**src/sv/sbs_pkg.sv**
```systemverilog
// sorted breakpoint set: shared types and constants
// no dependencies; imported by sbs_cell and sorted_breakpoint_set_top
package sbs_pkg;

  localparam int unsigned SetDepth = 32;
  localparam int unsigned KeyBits  = 13;
  localparam int unsigned CntBits  = $clog2(SetDepth + 1);
  localparam int unsigned StatBits = 3;

  typedef enum logic {
    FUNC_TOGGLE = 1'b0,
    FUNC_CHECK  = 1'b1
  } sbs_func_e;

  typedef enum logic [StatBits-1:0] {
    ST_INSERTED = 3'd0,
    ST_DELETED  = 3'd1,
    ST_FULL     = 3'd2,
    ST_HIT      = 3'd3,
    ST_MISS     = 3'd4
  } sbs_status_e;

  typedef enum logic [1:0] {
    OP_HOLD   = 2'd0,
    OP_INSERT = 2'd1,
    OP_DELETE = 2'd2
  } sbs_op_e;

  typedef struct packed {
    sbs_func_e          func;
    logic [KeyBits-1:0] key_row;
  } sbs_in_t;

  typedef struct packed {
    sbs_status_e        status;
    logic [CntBits-1:0] entries_held;
  } sbs_out_t;

  // broadcast to every cell of the chain
  typedef struct packed {
    sbs_op_e            op;
    logic [KeyBits-1:0] key;
  } sbs_ctrl_t;

  // compare flags a cell reports about its own key
  typedef struct packed {
    logic lt;
    logic eq;
  } sbs_flags_t;

endpackage

```
**src/sv/sbs_cell.sv**
```systemverilog
// sorted breakpoint set: one cell of the sorted key chain
// depends on sbs_pkg
module sbs_cell (
  input  logic                      clk_i,
  input  sbs_pkg::sbs_ctrl_t        ctrl_i,
  input  logic                      valid_i,
  input  logic                      prev_lt_i,
  input  logic [sbs_pkg::KeyBits-1:0] prev_key_i,
  input  logic [sbs_pkg::KeyBits-1:0] next_key_i,
  output logic [sbs_pkg::KeyBits-1:0] key_o,
  output sbs_pkg::sbs_flags_t       flags_o
);
  import sbs_pkg::*;

  logic [KeyBits-1:0] key_q, key_d;

  // an empty cell counts as larger than any key
  assign flags_o.lt = valid_i && (key_q < ctrl_i.key);
  assign flags_o.eq = valid_i && (key_q == ctrl_i.key);
  assign key_o      = key_q;

  always_comb begin
    key_d = key_q;
    case (ctrl_i.op)
      OP_INSERT: begin
        if (!flags_o.lt) begin
          key_d = prev_lt_i ? ctrl_i.key : prev_key_i;
        end
      end
      OP_DELETE: begin
        if (!flags_o.lt) begin
          key_d = next_key_i;
        end
      end
      default: key_d = key_q;
    endcase
  end

  always_ff @(posedge clk_i) begin
    key_q <= key_d;
  end

endmodule

```
**src/sv/sorted_breakpoint_set_top.sv**
```systemverilog
// sorted breakpoint set: top level, chain of key cells plus count and result register
// depends on sbs_pkg and sbs_cell
//
// usage
//   command channel: an item (func, key_row) on req_i is taken at a rising
//   edge with start high and busy low. busy stays low, so a new item may be
//   issued every cycle.
//   result channel: one beat per item on result_o, marked by result_valid_o
//   for exactly one cycle, the cycle right after the item was taken. the
//   receiver cannot stall; each beat must be taken in that cycle.
//   throughput is one item per cycle: every cell compares its key against
//   the broadcast key in parallel and the whole chain shifts up (insert)
//   or down (delete) at the edge that takes the item.
//   toggle deletes a present key, inserts an absent one in order, and is
//   refused with a full status when the set is full and the key is absent.
//   check reports hit or miss and leaves the set untouched.
//   reset clears the key count and the result strobe; cell contents are
//   left as they are, since keys at or past the count never reach a result.
module sorted_breakpoint_set_top (
  input  logic              clk_i,
  input  logic              rst_ni,
  input  logic              start,
  output logic              busy,
  input  sbs_pkg::sbs_in_t  req_i,
  output logic              result_valid_o,
  output sbs_pkg::sbs_out_t result_o
);
  import sbs_pkg::*;

  logic                         accept;
  sbs_ctrl_t                    ctrl;
  logic [SetDepth-1:0]          valid;
  logic [SetDepth-1:0]          lt_vec;
  logic [SetDepth-1:0]          eq_vec;
  logic [KeyBits-1:0]           keys [SetDepth];
  logic                         found;
  logic                         full;
  logic [CntBits-1:0]           count_q, count_d;
  logic                         strobe_q;
  sbs_out_t                     out_q, out_d;

  // never holds off a command
  assign busy   = 1'b0;
  assign accept = start && !busy;

  // occupancy follows the count: cells below it hold live keys
  always_comb begin
    for (int i = 0; i < SetDepth; i++) begin
      valid[i] = (CntBits'(i) < count_q);
    end
  end

  assign found = |eq_vec;
  assign full  = (count_q == CntBits'(SetDepth));

  // pick the operation the chain performs this cycle and the result beat
  always_comb begin
    ctrl.key         = req_i.key_row;
    ctrl.op          = OP_HOLD;
    count_d          = count_q;
    out_d.status     = ST_MISS;
    out_d.entries_held = count_q;
    if (req_i.func == FUNC_CHECK) begin
      out_d.status = found ? ST_HIT : ST_MISS;
    end else if (found) begin
      ctrl.op      = OP_DELETE;
      count_d      = count_q - CntBits'(1);
      out_d.status = ST_DELETED;
    end else if (full) begin
      out_d.status = ST_FULL;
    end else begin
      ctrl.op      = OP_INSERT;
      count_d      = count_q + CntBits'(1);
      out_d.status = ST_INSERTED;
    end
    out_d.entries_held = count_d;
    if (!accept) begin
      ctrl.op = OP_HOLD;
      count_d = count_q;
    end
  end

  // the cell chain: each cell sees its lower neighbor's compare and both neighbors' keys
  for (genvar g = 0; g < SetDepth; g++) begin : g_cell
    sbs_flags_t         flags;
    logic               prev_lt;
    logic [KeyBits-1:0] prev_key;
    logic [KeyBits-1:0] next_key;

    if (g == 0) begin : g_head
      // the head cell takes the new key whenever it is not below it
      assign prev_lt  = 1'b1;
      assign prev_key = keys[g];
    end else begin : g_mid
      assign prev_lt  = lt_vec[g-1];
      assign prev_key = keys[g-1];
    end

    if (g == SetDepth - 1) begin : g_tail
      // the tail cell keeps its own key on a delete and lies past the count afterwards
      assign next_key = keys[g];
    end else begin : g_body
      assign next_key = keys[g+1];
    end

    sbs_cell u_cell (
      .clk_i      (clk_i),
      .ctrl_i     (ctrl),
      .valid_i    (valid[g]),
      .prev_lt_i  (prev_lt),
      .prev_key_i (prev_key),
      .next_key_i (next_key),
      .key_o      (keys[g]),
      .flags_o    (flags)
    );

    assign lt_vec[g] = flags.lt;
    assign eq_vec[g] = flags.eq;
  end

  always_ff @(posedge clk_i or negedge rst_ni) begin
    if (!rst_ni) begin
      count_q  <= '0;
      strobe_q <= 1'b0;
    end else begin
      count_q  <= count_d;
      strobe_q <= accept;
    end
  end

  // result payload, qualified by the strobe
  always_ff @(posedge clk_i) begin
    if (accept) begin
      out_q <= out_d;
    end
  end

  assign result_valid_o = strobe_q;
  assign result_o       = out_q;

endmodule

```
**config.mk**
```make
export PLATFORM = sky130hd
export DESIGN_NAME = sorted_breakpoint_set_top
export DESIGN_NICKNAME = d
export VERILOG_FILES = /design/src/sv/sbs_pkg.sv /design/src/sv/sbs_cell.sv /design/src/sv/sorted_breakpoint_set_top.sv
export SDC_FILE = /design/constraint.sdc
export NUM_CORES = 2
export LEC_CHECK = 0
export ABC_AREA = 1
export CAP_MARGIN = 20
export CORE_MARGIN = 2
export CORE_UTILIZATION = 30
export CTS_CLUSTER_DIAMETER = 80
export DETAILED_ROUTE_END_ITERATION = 10
export DONT_BUFFER_PORTS = 1
export PLACE_DENSITY = 0.41
export SLEW_MARGIN = 5
export SYNTH_ARGS = -nofsm -noshare
export SYNTH_HDL_FRONTEND = slang
export SYNTH_SLANG_ARGS = --single-unit
```
**constraint.sdc**
```tcl
create_clock -name clk_i -period 4.25 [get_ports clk_i]
set_clock_uncertainty 0.1 [all_clocks]
set_input_delay 0.6375 -clock clk_i [delete_from_list [all_inputs] [get_ports clk_i]]
set_output_delay 0.6375 -clock clk_i [all_outputs]
set_load 0.02 [all_outputs]
```
==> flow_metrics.tcl <==
set metrics [dict create \
    path_buf_inv 5 \
    rsz0062_at_grt "no" \
    relSlewSlack 0.414 \
    drc 0 \
    syn_nets 4688 \
    grt_pass1_vias 30727 \
    synth-simple-area-share 0.152 \
    htree_levels 2 \
    power_frac_seq 0.371 \
    arrival_ns 4.35 \
    mostFrequentLayoutCell "o21ai_0" \
    gp_congestion 0.905 \
    wirelength_mm 146 \
    num_vias 31376 \
    initial_core_util 0.302 \
    outcome "finished, final reports clean" \
    fin_tns_setup_ns 0 \
    num_rows 123 \
    root_buffer "clkbuf_16" \
    p_per_area_nw_per_um2 390 \
    clkLatencyLatePin_ns 0.68 \
    clkTransAtPathRegs_ns 0.06 \
    worstPathRequired_ns 4.53 \
    finalSetupViolCount 0 \
    layout-drive-gt1-share 0.0846 \
    dp_hpwl_mm 109 \
    hp-class "input pin to flop" \
    crit_slowest_cell "dfrtp_1" \
    cts_tree "yes" \
    start_kind "flop" \
    yosys_register_bits 432 \
    synth.top_cell.area_share 0.376 \
    final_cell_mix "847 x o21ai_0, 522 x inv_1, 517 x nand2_1" \
    synth_compound_area_frac 0.224 \
    fin_crit_sh 0.958 \
    combPwrFrac 0.316 \
    avgViaCountPerCell 5.36 \
    final_nets 4744 \
    drtIter0Drc 2675 \
    die_h_um 340 \
    crit_type "flop to flop" \
    cp_max_fo 17 \
    area_growth_pct 17.0 \
    end_kind "flop" \
    grt_max_degree 78 \
    synth_top_area_cell "edfxtp_1" \
    grt-ovfl-total 0 \
    maxSlewViolCount 0 \
    worstPathCellList "ha_1 -> nor2_4 -> buf_4 -> o21ai_2 -> nand3_1 -> buf_12 -> nand2_1 -> nor2_1 -> nand2_1 -> nor2_4 -> nand3_1 -> nor3_2 -> inv_1 -> ha_4 -> or2_4 -> buf_12 -> a21oi_4 -> buf_12" \
    cts_sinks 432 \
    max-vdd-ir-drop_mv 0.294 \
    ys_warn_count 0 \
    wl_per_cell_um 24.9 \
    die_x_um 340 \
    path_common_cell "buf_12" \
    muxShareOfSynthArea 0 \
    drtPass1Iterations 6 \
    p_switching_mw 5.67 \
    cp_top_family "simple AND/OR/NAND/NOR gates" \
    synthAdderAreaFrac 0.156 \
    synth_area_um2 33900 \
    synthCells 4249 \
    worst_pin_slew_ns 0.877 \
    hold_viol 0 \
    ys_types 46 \
    syn_avg_cell_area_um2 7.98 \
    max_cap_viol_count 0 \
    grtUsageTotal 0.247 \
    portBuffers 0 \
    nFillCells 11866 \
    ios 28 \
    synthTopCellsByArea "edfxtp_1 38%, ha_1 16%, o21ai_0 12%, a21oi_1 7.7%, inv_1 5.9%" \
    swShare 0.366 \
    p_leak_nw 16.9 \
    synth-xor-area-share 0.00155 \
    fin_crit_ns 4.07 \
    cts_max_path_buffers 3 \
    synth_top_family_by_area "compound AO/OA/AOI/OAI gates" \
    yosysSeqAreaShare 0.381 \
    holdWs_ns 0.0879 \
    placeableCoreArea_um2 112000 \
    intPower_mw 9.81 \
    cts_buffers 58 \
    dieArea_um2 116000 \
    total_power_mw 15.5 \
    max_freq_mhz 246 \
    drt.antenna.violating_nets 0 \
    grt_pass1_wl_mm 212 \
    critPathMaxStageDelay_ns 0.48 \
    antenna_found_initial 2 \
    clockPowerShare 0.312 \
]
## sequential cells by signal (all words and copies together) (netlist names)
signal               count
g_cell.u_cell.key_o    416
result_valid_o           1
result_o                 9
count_q                  6
## tightest hold or removal path, delay by kind of cell
family           cells  cell delay [ns]
and+or+nand+nor      3             0.18
## final cells by class
type	count	area (um2)	area share
multi-input combinational	3065	18500	0.466
clock inverter	35	272	0.00684
timing repair buffer	202	2520	0.0636
clock buffer	72	1530	0.0384
tap	1500	1880	0.0473
inverter	546	2060	0.0520
sequential	432	12900	0.326
antenna	1	2.50	0.0000631
## stage by stage
stage	setup WS, ns	utilization	cells	cell area (um2)
floorplan	-0.336	-	4249	34300
global placement	-0.198	0.337	5741	37800
detailed placement	-0.163	0.337	5741	37800
CTS	0.0547	0.353	5850	39600
global route	0.00396	0.353	5852	39700
finish	0.180	0.353	5853	39700
## worst paths after layout
check | to | slack, ns | from | depth (start not counted)
setup / recovery | g_cell[15].u_cell.key_o[6]$_DFFE_PP_ | 0.18 | count_q[0]$_DFFE_PN0P_ | 18
hold / removal | count_q[2]$_DFFE_PN0P_ | 0.09 | req_i[13] | 3
setup reg to reg | g_cell[15].u_cell.key_o[6]$_DFFE_PP_ | 0.18 | count_q[0]$_DFFE_PN0P_ | 18
hold reg to reg | g_cell[31].u_cell.key_o[0]$_DFFE_PP_ | 0.47 | g_cell[30].u_cell.key_o[0]$_DFFE_PP_ | 2
max in group asynchronous | count_q[4]$_DFFE_PN0P_ | 3.29 | rst_ni | 1
min in group asynchronous | count_q[5]$_DFFE_PN0P_ | 0.33 | rst_ni | 1
## per-layer routing
layer / share of wire / track usage
met5: 0 / 0
met4: 0.023 / 0.0601
met3: 0.046 / 0.0289
met2: 0.47 / 0.412
met1: 0.46 / 0.338
## synth_stat cells, drive strengths merged
cell    number
a211oi       3
a21oi      525
edfxtp     425
xor2         6
nor4        10
o31ai        6
or2          1
o22ai       46
nor3b        6
buf         30
o41ai        1
o21a         1
and2         4
nand3      170
and3         5
o21ai      866
ha         422
o211ai      15
dfrtp        7
clkbuf     176
clkinv       3
nand4      109
o21bai       6
a41oi        1
nand3b       5
nor3        62
o211a        8
conb         1
inv        543
o221ai       1
nand2      530
nor2       255
## power by group through the flow
stage / Clock (mW) / Sequential [mW] / Combinational [mW]
global route: 5.08 / 5.79 / 5.52
floorplan: 0 / 5.63 / 3.29
CTS: 4.96 / 5.75 / 4.88
detailed placement: 0 / 5.83 / 4.85
global placement: 0 / 5.84 / 4.82
finish: 4.84 / 5.75 / 4.90
## timing repair
| item | CTS | global route |
|---|---|---|
| gates resized for setup | 1 | 5 |
| endpoints found under the hold margin | 23 | 0 |
| setup buffers | 0 | 1 |
| gates cloned | 0 | 0 |
| hold buffers | 2 | 0 |
| pin swaps | 0 | 1 |
| endpoints found under the setup margin | 352 | 184 |
## logic make-up after synthesis
logic type | Yosys count
AND/OR/NAND/NOR | 1157
AO/OA/AOI/OAI | 1479
buffers and inverters | 752
other | 1
XOR/XNOR | 6
flip-flops | 432
adder cells (fa/ha/maj) | 422
Note: power is estimated with default switching activity, not from simulation.
